`src/hw/rtl/rgbcfb_pkg.sv`:
```
// Package for the RGB555 colour map and frame blend unit.
// Holds the transaction payload types, register codes and colour constants.
// No dependencies.
`default_nettype none

package rgbcfb_pkg;

	typedef struct packed {
		logic [14:0] pixel_color;
		logic [15:0] pixel_offset;
	} pixel_t;

	typedef struct packed {
		logic [7:0] red_out;
		logic [7:0] green_out;
		logic [7:0] blue_out;
	} rgb_t;

	localparam int CFG_ADDR_W = 3;
	localparam int CFG_DATA_W = 32;

	// Register word index, taken from paddr[2].
	localparam logic REG_COLOR_CORRECT = 1'b0;
	localparam logic REG_FRAME_BLEND   = 1'b1;

	localparam logic [7:0] CAP_LEVEL = 8'd240;

	localparam logic [9:0] COEF_RR = 10'd26;
	localparam logic [9:0] COEF_RG = 10'd4;
	localparam logic [9:0] COEF_RB = 10'd2;
	localparam logic [9:0] COEF_GG = 10'd24;
	localparam logic [9:0] COEF_GB = 10'd8;
	localparam logic [9:0] COEF_BR = 10'd6;
	localparam logic [9:0] COEF_BG = 10'd4;
	localparam logic [9:0] COEF_BB = 10'd22;

endpackage

`default_nettype wire

```
`src/hw/rtl/rgbcfb_convert.sv`:
```
// Converts one RGB555 colour to 8-bit R, G, B channels, either by bit
// replication or through the handheld correction matrix capped at 240.
// Depends on rgbcfb_pkg.
`default_nettype none

module rgbcfb_convert (
	input  wire  [14:0]             color,
	input  wire                     correct,
	output rgbcfb_pkg::rgb_t        rgb
);

	logic [4:0] r;
	logic [4:0] g;
	logic [4:0] b;
	logic [9:0] sum_r;
	logic [9:0] sum_g;
	logic [9:0] sum_b;
	logic [7:0] mix_r;
	logic [7:0] mix_g;
	logic [7:0] mix_b;

	assign r = color[4:0];
	assign g = color[9:5];
	assign b = color[14:10];

	assign sum_r = 10'(r) * rgbcfb_pkg::COEF_RR + 10'(g) * rgbcfb_pkg::COEF_RG
		+ 10'(b) * rgbcfb_pkg::COEF_RB;
	assign sum_g = 10'(g) * rgbcfb_pkg::COEF_GG + 10'(b) * rgbcfb_pkg::COEF_GB;
	assign sum_b = 10'(r) * rgbcfb_pkg::COEF_BR + 10'(g) * rgbcfb_pkg::COEF_BG
		+ 10'(b) * rgbcfb_pkg::COEF_BB;

	assign mix_r = (sum_r[9:2] > rgbcfb_pkg::CAP_LEVEL) ? rgbcfb_pkg::CAP_LEVEL : sum_r[9:2];
	assign mix_g = (sum_g[9:2] > rgbcfb_pkg::CAP_LEVEL) ? rgbcfb_pkg::CAP_LEVEL : sum_g[9:2];
	assign mix_b = (sum_b[9:2] > rgbcfb_pkg::CAP_LEVEL) ? rgbcfb_pkg::CAP_LEVEL : sum_b[9:2];

	always_comb begin
		if (correct) begin
			rgb.red_out   = mix_r;
			rgb.green_out = mix_g;
			rgb.blue_out  = mix_b;
		end else begin
			rgb.red_out   = {r, r[4:2]};
			rgb.green_out = {g, g[4:2]};
			rgb.blue_out  = {b, b[4:2]};
		end
	end

endmodule

`default_nettype wire
```
`config.mk`:
```
export PLATFORM = sky130hd
export DESIGN_NAME = rgbcfb_convert
export DESIGN_NICKNAME = d
export VERILOG_FILES = /design/src/hw/rtl/rgbcfb_pkg.sv /design/src/hw/rtl/rgbcfb_convert.sv
export SDC_FILE = /design/constraint.sdc
export NUM_CORES = 1
export LEC_CHECK = 0
export ABC_CLOCK_PERIOD_IN_PS = 5200
export BUFFER_PORTS_ARGS = -buffer_cell sky130_fd_sc_hd__buf_2
export CAP_MARGIN = 20
export CELL_PAD_IN_SITES_DETAIL_PLACEMENT = 0
export CELL_PAD_IN_SITES_GLOBAL_PLACEMENT = 1
export CORE_AREA = 2 2 81 83
export DETAILED_ROUTE_END_ITERATION = 6
export DIE_AREA = 0 0 83 85
export PLACE_DENSITY = 0.77
export SYNTH_ARGS = -nofsm -noshare
export SYNTH_HDL_FRONTEND = slang
export SYNTH_SLANG_ARGS = --single-unit
```
`constraint.sdc`:
```
create_clock -name vclk -period 5.2
set_input_delay 1.04 -clock vclk [all_inputs]
set_output_delay 1.04 -clock vclk [all_outputs]
set_load 0.005 [all_outputs]
```
==> results of run 1 <==
[final cells by class]
type	instances	area [µm²]	share of cell area
multi-input cells	241	2530	0.714
repair buffers	99	722	0.204
inverters	52	195	0.0551
well taps	77	96.3	0.0272
[cell usage after synthesis, drive strengths merged]
cell / instances
ha: 53
inv: 51
a21oi: 20
fa: 20
nand2: 19
xnor2: 17
o21ai: 15
nor2: 14
a21o: 13
a211oi: 8
xor2: 7
mux2i: 5
o21bai: 5
nand3: 4
nor2b: 4
or3: 4
a31oi: 3
clkbuf: 3
nor3b: 3
o21a: 3
o31ai: 3
a31o: 2
nand4: 2
o211ai: 2
a21boi: 1
a22oi: 1
and2: 1
and4: 1
and4b: 1
clkinv: 1
mux2: 1
nand2b: 1
nand3b: 1
nor3: 1
nor4: 1
o2111ai: 1
o211a: 1
o22ai: 1
o2bb2ai: 1
or4b: 1
[routing by layer]
layer,up-vias,GRT usage
met4,0,0.0149
met1,1157,0.253
li1,1217,-
met3,8,0.00681
met5,-,0
met2,45,0.366
[power groups by stage]
| stage | logic [mW] | clock network [mW] | registers, mW |
|---|---|---|---|
| 6_report | 1.36 | 0 | 0 |
| 5_1_grt | 1.49 | 0 | 0 |
| 4_1_cts | 1.24 | 0 | 0 |
| 3_5_place_dp | 1.08 | 0 | 0 |
| 3_3_place_gp | 1.07 | 0 | 0 |
| 2_1_floorplan | 0.663 | 0 | 0 |
[worst max path at each step]
stage	end	slack [ns]	cells after the start
finish	rgb[18]	-0.47	15
global route	rgb[18]	-0.65	15
CTS	rgb[18]	-0.46	15
detailed placement	rgb[18]	-0.58	15
global placement	rgb[18]	-0.50	15
floorplan	rgb[18]	-0.008	14
[critical path, cell delays in order]
cell and delay (ns):
buf_8 0.11, ha_4 0.26, inv_2 0.03, fa_1 0.49
fa_1 0.53, inv_2 0.06, fa_1 0.49, ha_4 0.30
o211ai_1 0.10, o21ai_2 0.17, a21oi_2 0.08, or3_4 0.35
a211oi_4 0.33, o22ai_1 0.13, buf_2 0.15
[placed cells by master, fill, tap and decap left out, drive strengths merged, types with 4 or more instances in the layout]
master	count
a211oi	8
a21o	13
a21oi	20
buf	99
fa	20
ha	53
inv	51
mux2i	5
nand2	19
nand3	4
nor2	14
nor2b	4
o21ai	15
o21bai	5
or3	4
xnor2	17
xor2	7
[kinds of logic (layout without fill, tap and decap cells)]
group	Yosys count	count (layout)	share of synthesized area
AOI/OAI and AO/OA	80	80	0.226
xor gates and xnor gates	24	24	0.0884
adders and majority gates	73	73	0.447
and+or+nand+nor	58	58	0.126
muxes	6	6	0.0258
buffers and inverters	55	151	0.0868
[through the flow]
step	setup WS [ns]	instances	utilization
floorplan	-0.00791	296	-
detailed placement	-0.575	463	0.506
global route	-0.646	469	0.570
CTS	-0.460	468	0.548
finish	-0.475	469	0.570
global placement	-0.496	463	0.506
[timing repair]
| action | 4_1_cts | 5_1_grt |
|---|---|---|
| hold buffers | 0 | 0 |
| setup buffers | 8 | 2 |
| cloned | 0 | 0 |
| pin swaps | 26 | 11 |
| resized for setup | 41 | 24 |
| setup endpoints to repair | 16 | 16 |
==> metrics, run 1 <==
outcome=complete, but fails checks; violated checks=setup timing; vias per cell=5.17; # fillers=between 500 and 600; Cell Area, Synth=between 0.002 and 0.0025 mm²; total congestion overflow=0; via count=between 2000 and 2500; yosys warns=0; top sig layer=met4; peak supply drop=around 0.25 mV; Die H=around 85 µm; worst-margin pin slew=approximately 0.61 ns; wire length on met1=~3200 µm; DRC=0; FF+latch count=0; Total Nets Final=just under 500; fin. max-slew vios=0; WL/cell=around 15 µm; overall power=1.36 mW; CP Launch Point=color[1]; unrepaired setup endpoints after global routing=true; die width=about 83 µm; # rows=29; worst setup margin=-0.475 ns; Clk network pwr share=0; hold path start=color[8]; Yosys top cell by area=ha_1; Net Sw Power=about 0.65 mW; met2 WL=about 3400 µm; CP Class=input pin to primary output; DRT Pass-1 Iters=4; Endpoint, Worst Hold=rgb[14]; syn avg cell area=8.04 µm²; Post-Synthesis Cells=approximately 300; layout clock buffer count=0; Cell Pwr Density=about 380 mW/mm²; Net Sw Frac=0.480; Final Hold Viols=0; Tcrit/Tclk final=1.09; Comb pwr share=1.000; core region area=around 0.0062 mm²; setup TNS=-3.88 ns; hold_ws=2.46 ns; MaxCap Viol Count=0; final setup violation count=16; routability cong.=0.885; CP required=approximately 4.2 ns; routed wire length=approximately 6800 µm; top cell type's share of synthesized area=0.279; crit path time final=5.67 ns; first-pass GRT wire length=11400 µm; DP HPWL=between 5000 and 6000 µm; sequential share of power=0; routed wl met3=between 150 and 200 µm; Yosys cell types=46; register area=0 µm²; Design Area, Final=between 0.003 and 0.004 mm²; GRT Util Overall=0.192; WHS Path Cells=4; top post-synthesis cells by area=ha_1 (28%), fa_1 (17%), inv_1 (8.0%); Area after DPL=approximately 0.0031 mm²; ANT cells=0; min-delay worst type=input pin to primary output; sequential share of the synthesized area=0; Arr. time, crit path=approximately 4.6 ns; Initial Utilization=0.383; DIE AREA=around 0.0071 mm²; antenna viol nets, final=0; syn_nets=385; Max FO, Critical Path=4; DR iter-0 viols=46; initial antenna violation count=0; largest net degree at the start of global routing=31; layout cells sized above 1=0.383; Internal Pwr Total=0.708 mW; leakage power=1.78 nW; crit end category=primary output; Port Buffers=40; Layout area overhead=48.8%; num ports=40; FMAX=between 150 and 200 MHz; slew margin rel.=0.594; CP Launch Type=input pin; vias in the first global route=between 2000 and 3000
Power figures use the tool's default switching activity.
==> run 2, diff against run 1 <==
==> constraint.sdc (replaced) <==
create_clock -name vclk -period 5.2
set_input_delay 1.04 -clock vclk [all_inputs]
set_output_delay 1.04 -clock vclk [all_outputs]
set_load 0.02 [all_outputs]
==> metrics, run 2 (synthesized netlist as in run 1, its figures left out) <==
DIE AREA=0.00706 mm²; setup TNS=-3.60 ns; Endpoint, Worst Hold=rgb[20]; DRC=0; die width=approximately 83 µm; most frequent cells in the layout=buf_4 (61), inv_1 (44), ha_1 (34); Initial Utilization=0.383; via count=about 2400; leakage power=1.85 nW; FF+latch count=0; Arr. time, crit path=4.56 ns; Total Nets Final=approximately 490; DP HPWL=around 5700 µm; placed insts=462; violated checks=setup timing; crit end category=primary output; hold path start=color[1]; peak supply drop=0.360 mV; worst-margin pin slew=~0.46 ns; # fillers=roughly 540; Final Hold Viols=0; Max FO, Critical Path=4; CP Launch Type=input pin; Cell Pwr Density=between 400 and 500 mW/mm²; FMAX=about 180 MHz; crit path time final=around 5.6 ns; min-delay worst type=input pin to primary output; outcome=complete, but fails checks; num ports=40; routability cong.=about 0.88; ANT cells=0; commonest non-fill, non-tap cell in the layout=buf_4; register area=0 µm²; Die H=about 85 µm; WL/cell=around 15 µm; initial antenna violation count=0; DRT Pass-1 Iters=4; largest net degree at the start of global routing=31; slew margin rel.=0.689; final setup violation count=16; routed wire length=between 7000 and 8000 µm; GRT Util Overall=0.202; vias per cell=just over 5; MaxCap Viol Count=0; vias in the first global route=2580; core region area=around 0.0062 mm²; layout clock buffer count=0; unrepaired setup endpoints after global routing=true; Layout area overhead=59.5%; fin. max-slew vios=0; final non-filler cell total=roughly 470; DR iter-0 viols=71; layout cells sized above 1=0.444; Tcrit/Tclk final=1.08; Port Buffers=40; antenna viol nets, final=0; first-pass GRT wire length=11900 µm; # rows=29; total congestion overflow=0; worst setup margin=-0.403 ns; CP Class=input pin to primary output; CP required=4.16 ns; WHS Path Cells=3
run 2: cell types whose count changed in the layout (fill, tap and decap cells not counted), sizes merged:
cell	before	now
buf	99	103
run 2: how the worst max path moves through the flow:
stage                     startpoint      end  slack [ns]  cells past startpoint
after global placement      color[1]  rgb[17]       -0.52                     16
final                       color[1]  rgb[17]       -0.40                     17
after detailed placement    color[1]  rgb[17]       -0.56                     16
after CTS                   color[1]  rgb[17]       -0.45                     16
after global routing        color[1]  rgb[17]       -0.54                     17
after floorplan             color[2]  rgb[16]       -0.22                     13
run 2: worst max-delay path: stages:
cell and delay [ns]:
buf_12 0.11, ha_4 0.26, inv_2 0.03, fa_1 0.49
fa_1 0.50, inv_1 0.05, fa_1 0.49, ha_4 0.29
buf_4 0.10, o21a_1 0.15, o31ai_4 0.09, a21oi_2 0.18
xor2_2 0.22, a211oi_4 0.07, buf_6 0.14, o31ai_4 0.21
buf_6 0.15
run 2: what timing repair did:
action	CTS	global route
pin swaps	33	29
setup endpoints to repair	16	16
gates resized for setup	63	41
setup buffers	8	8
hold buffers	0	0
run 2: per-stage QoR:
step           power [mW]  instance area, µm²  hold slack, ns  setup slack [ns]  utilization
2_1_floorplan       0.828                2590            2.21            -0.215            -
3_3_place_gp         1.23                3270            2.51            -0.517        0.527
3_5_place_dp         1.24                3270            2.51            -0.560        0.527
4_1_cts              1.39                3550            2.46            -0.451        0.573
5_1_grt              1.76                3790            2.45            -0.539        0.611
6_report             1.63                3790            2.43            -0.403        0.611
run 2: layer usage:
metal	GRT usage	vias up	wire length, µm
li1	-	1223	-
met1	0.281	1171	3420
met2	0.364	44	3500
met3	0.000973	4	131
met4	0.0253	0	37
met5	0	-	0
run 2: layout make-up:
class / count / area (µm²) / area share
repair buffers: 103 / 838 / 0.221
well taps: 77 / 96.3 / 0.0254
multi-input cells: 241 / 2660 / 0.702
inverters: 52 / 195 / 0.0515
run 2: where the power goes:
group          total (mW)  internal (mW)  switching (mW)
Combinational        1.63          0.850           0.776
Clock                   0              0               0
Sequential              0              0               0
==> run 3, diff against run 2 <==
ABC_AREA = 1   (was unset)
CORE_AREA = 2 2 85 87   (was 2 2 81 83)
DIE_AREA = 0 0 87 89   (was 0 0 83 85)
PLACE_DENSITY = 0.79   (was 0.77)
SETUP_SLACK_MARGIN = 0.02   (was unset)
==> metrics, run 3 <==
CP required=between 4 and 5 ns; FF+latch count=0; Total Nets Final=566; WHS Path Cells=4; num ports=40; final setup violation count=13; Yosys top cell by area=ha_1; initial antenna violation count=0; vias in the first global route=2613; CP Launch Point=color[13]; Cell Pwr Density=just under 400 mW/mm²; met2 WL=around 3300 µm; Worst Setup EP=rgb[2]; commonest non-fill, non-tap cell in the layout=nand2_1; # fillers=roughly 700; Final Hold Viols=0; largest net degree at the start of global routing=28; top cell type's share of synthesized area=0.258; DR iter-0 viols=between 70 and 80; GRT Util Overall=0.189; syn avg cell area=6.42 µm²; Arr. time, crit path=between 4 and 5 ns; layout clock buffer count=0; first-pass GRT wire length=about 12000 µm; Layout area overhead=38.0%; outcome=complete, but fails checks; DRT Pass-1 Iters=4; WL/cell=around 13 µm; Max FO, Critical Path=4; min-delay worst type=input pin to primary output; setup TNS=-1.13 ns; most common cell in the netlist=nand2_1; CP Class=input pin to primary output; routability cong.=approximately 0.86; post-synthesis simple-gate area fraction=0.310; leakage power=~2.0 nW; CP Launch Type=input pin; Synth Area in Compound Gates=0.0875; hold_buf cts=0; via count=2681; core region area=between 0.006 and 0.007 mm²; sequential share of the synthesized area=0; DRC=0; Cell Area, Synth=~0.0026 mm²; wire length on met1=between 3000 and 4000 µm; DP HPWL=roughly 5800 µm; ANT cells=0; antenna viol nets, final=0; top post-synthesis cells by area=ha_1 (26%), nand2_1 (17%), fa_1 (16%); adder-cell share of the synthesized area=0.413; die width=87 µm; unrepaired setup endpoints after global routing=true; syn_nets=between 400 and 500; placed insts=between 500 and 600; Area after DPL=between 0.003 and 0.004 mm²; # rows=30; final non-filler cell total=approximately 560; slew margin rel.=0.508; MaxCap Viol Count=0; Post-Synth XOR/XNOR Area=0.0607; largest family of logic cells by synthesized area=adder cells; Yosys cell types=30; total congestion overflow=0; DIE AREA=around 0.0077 mm²; routed wl met3=249 µm; fin. max-slew vios=0; worst setup margin=-0.127 ns; register area=0 µm²; routed wire length=approximately 7000 µm; most frequent cells in the layout=nand2_1 (95), inv_1 (77), buf_4 (41); vias per cell=slightly below 5; Port Buffers=40; top sig layer=met4; synth cell count leaders=nand2_1 (120), inv_1 (80), ha_1 (53); Setup WS pre-CTS=-0.388 ns; Multi-input gate area=about 0.0025 mm²; post-synthesis mux area share=0; violated checks=setup timing; crit path time final=between 5 and 6 ns; Tcrit/Tclk final=1.02; worst-margin pin slew=around 0.73 ns; peak supply drop=roughly 0.16 mV; Die H=approximately 89 µm; FMAX=around 190 MHz; Initial Utilization=0.383; layout cells sized above 1=0.322; yosys warns=0; crit end category=primary output; Post-Synthesis Cells=approximately 400; Design Area, Final=~0.0036 mm²
[run 3: cell types whose count changed after synthesis, sizes merged, moves of 7 or more]
| cell | change |
|---|---|
| nand4 | +7 |
| nand3 | +20 |
| a21o | -13 |
| a211oi | -8 |
| nand2 | +110 |
| xnor2 | -9 |
| inv | +29 |
[run 3: worst min path at each step]
stage	startpoint	slack [ns]	endpoint
after floorplan	correct	2.17	rgb[8]
after global placement	color[5]	2.48	rgb[11]
after detailed placement	color[5]	2.50	rgb[11]
after CTS	color[5]	2.50	rgb[11]
after global routing	color[5]	2.53	rgb[11]
final	color[5]	2.50	rgb[11]
[run 3: stage by stage]
step                      total power [mW]  hold slack [ns]  utilization
after floorplan                      0.740             2.17            -
after global placement                1.07             2.48        0.464
after detailed placement              1.08             2.50        0.464
after CTS                             1.26             2.50        0.510
after global routing                  1.53             2.53        0.529
final                                 1.38             2.50        0.529
[run 3: critical path, cell delays in order]
cell     delay (ns)
buf_6          0.10
ha_4           0.23
fa_1           0.51
ha_4           0.31
nand3_1        0.09
nand2_1        0.09
nand2_2        0.06
buf_4          0.12
buf_4          0.12
buf_4          0.12
nand2_1        0.06
a21oi_2        0.05
xor2_1         0.14
ha_1           0.35
a21oi_2        0.16
o21a_1         0.16
nand4_1        0.11
nand2_2        0.11
nand3_4        0.11
nand2_2        0.07
nand2_2        0.05
buf_6          0.13
[run 3: metal layers]
| metal | vias to the layer above | global-route usage |
|---|---|---|
| met1 | 1212 | 0.261 |
| met5 | - | 0 |
| li1 | 1409 | - |
| met2 | 54 | 0.340 |
| met4 | 0 | 0.0256 |
| met3 | 6 | 0 |
[run 3: cell type report]
| type | count | share of cell area |
|---|---|---|
| multi-input combinational | 313 | 0.717 |
| timing repair buffer | 79 | 0.168 |
| inverter | 83 | 0.0877 |
| tap | 80 | 0.0282 |
[run 3: where the power goes]
group / total, mW / switching, mW / internal [mW]
combinational: 1.38 / 0.740 / 0.636
sequential: 0 / 0 / 0
clock: 0 / 0 / 0
total: 1.38 / 0.740 / 0.636
[run 3: kinds of logic (layout without fill, tap and decap cells)]
family,after synthesis,in the layout
adder cells (fa/ha/maj),73,73
AO/OA/AOI/OAI,39,39
XOR/XNOR,17,17
buffers and inverters,88,162
AND/OR/NAND/NOR,184,184
[run 3: repair_timing]
action / 4_1_cts / 5_1_grt
setup endpoints to repair: 16 / 16
resized for setup: 59 / 34
pin swaps: 30 / 28
buffers inserted: 5 / 1
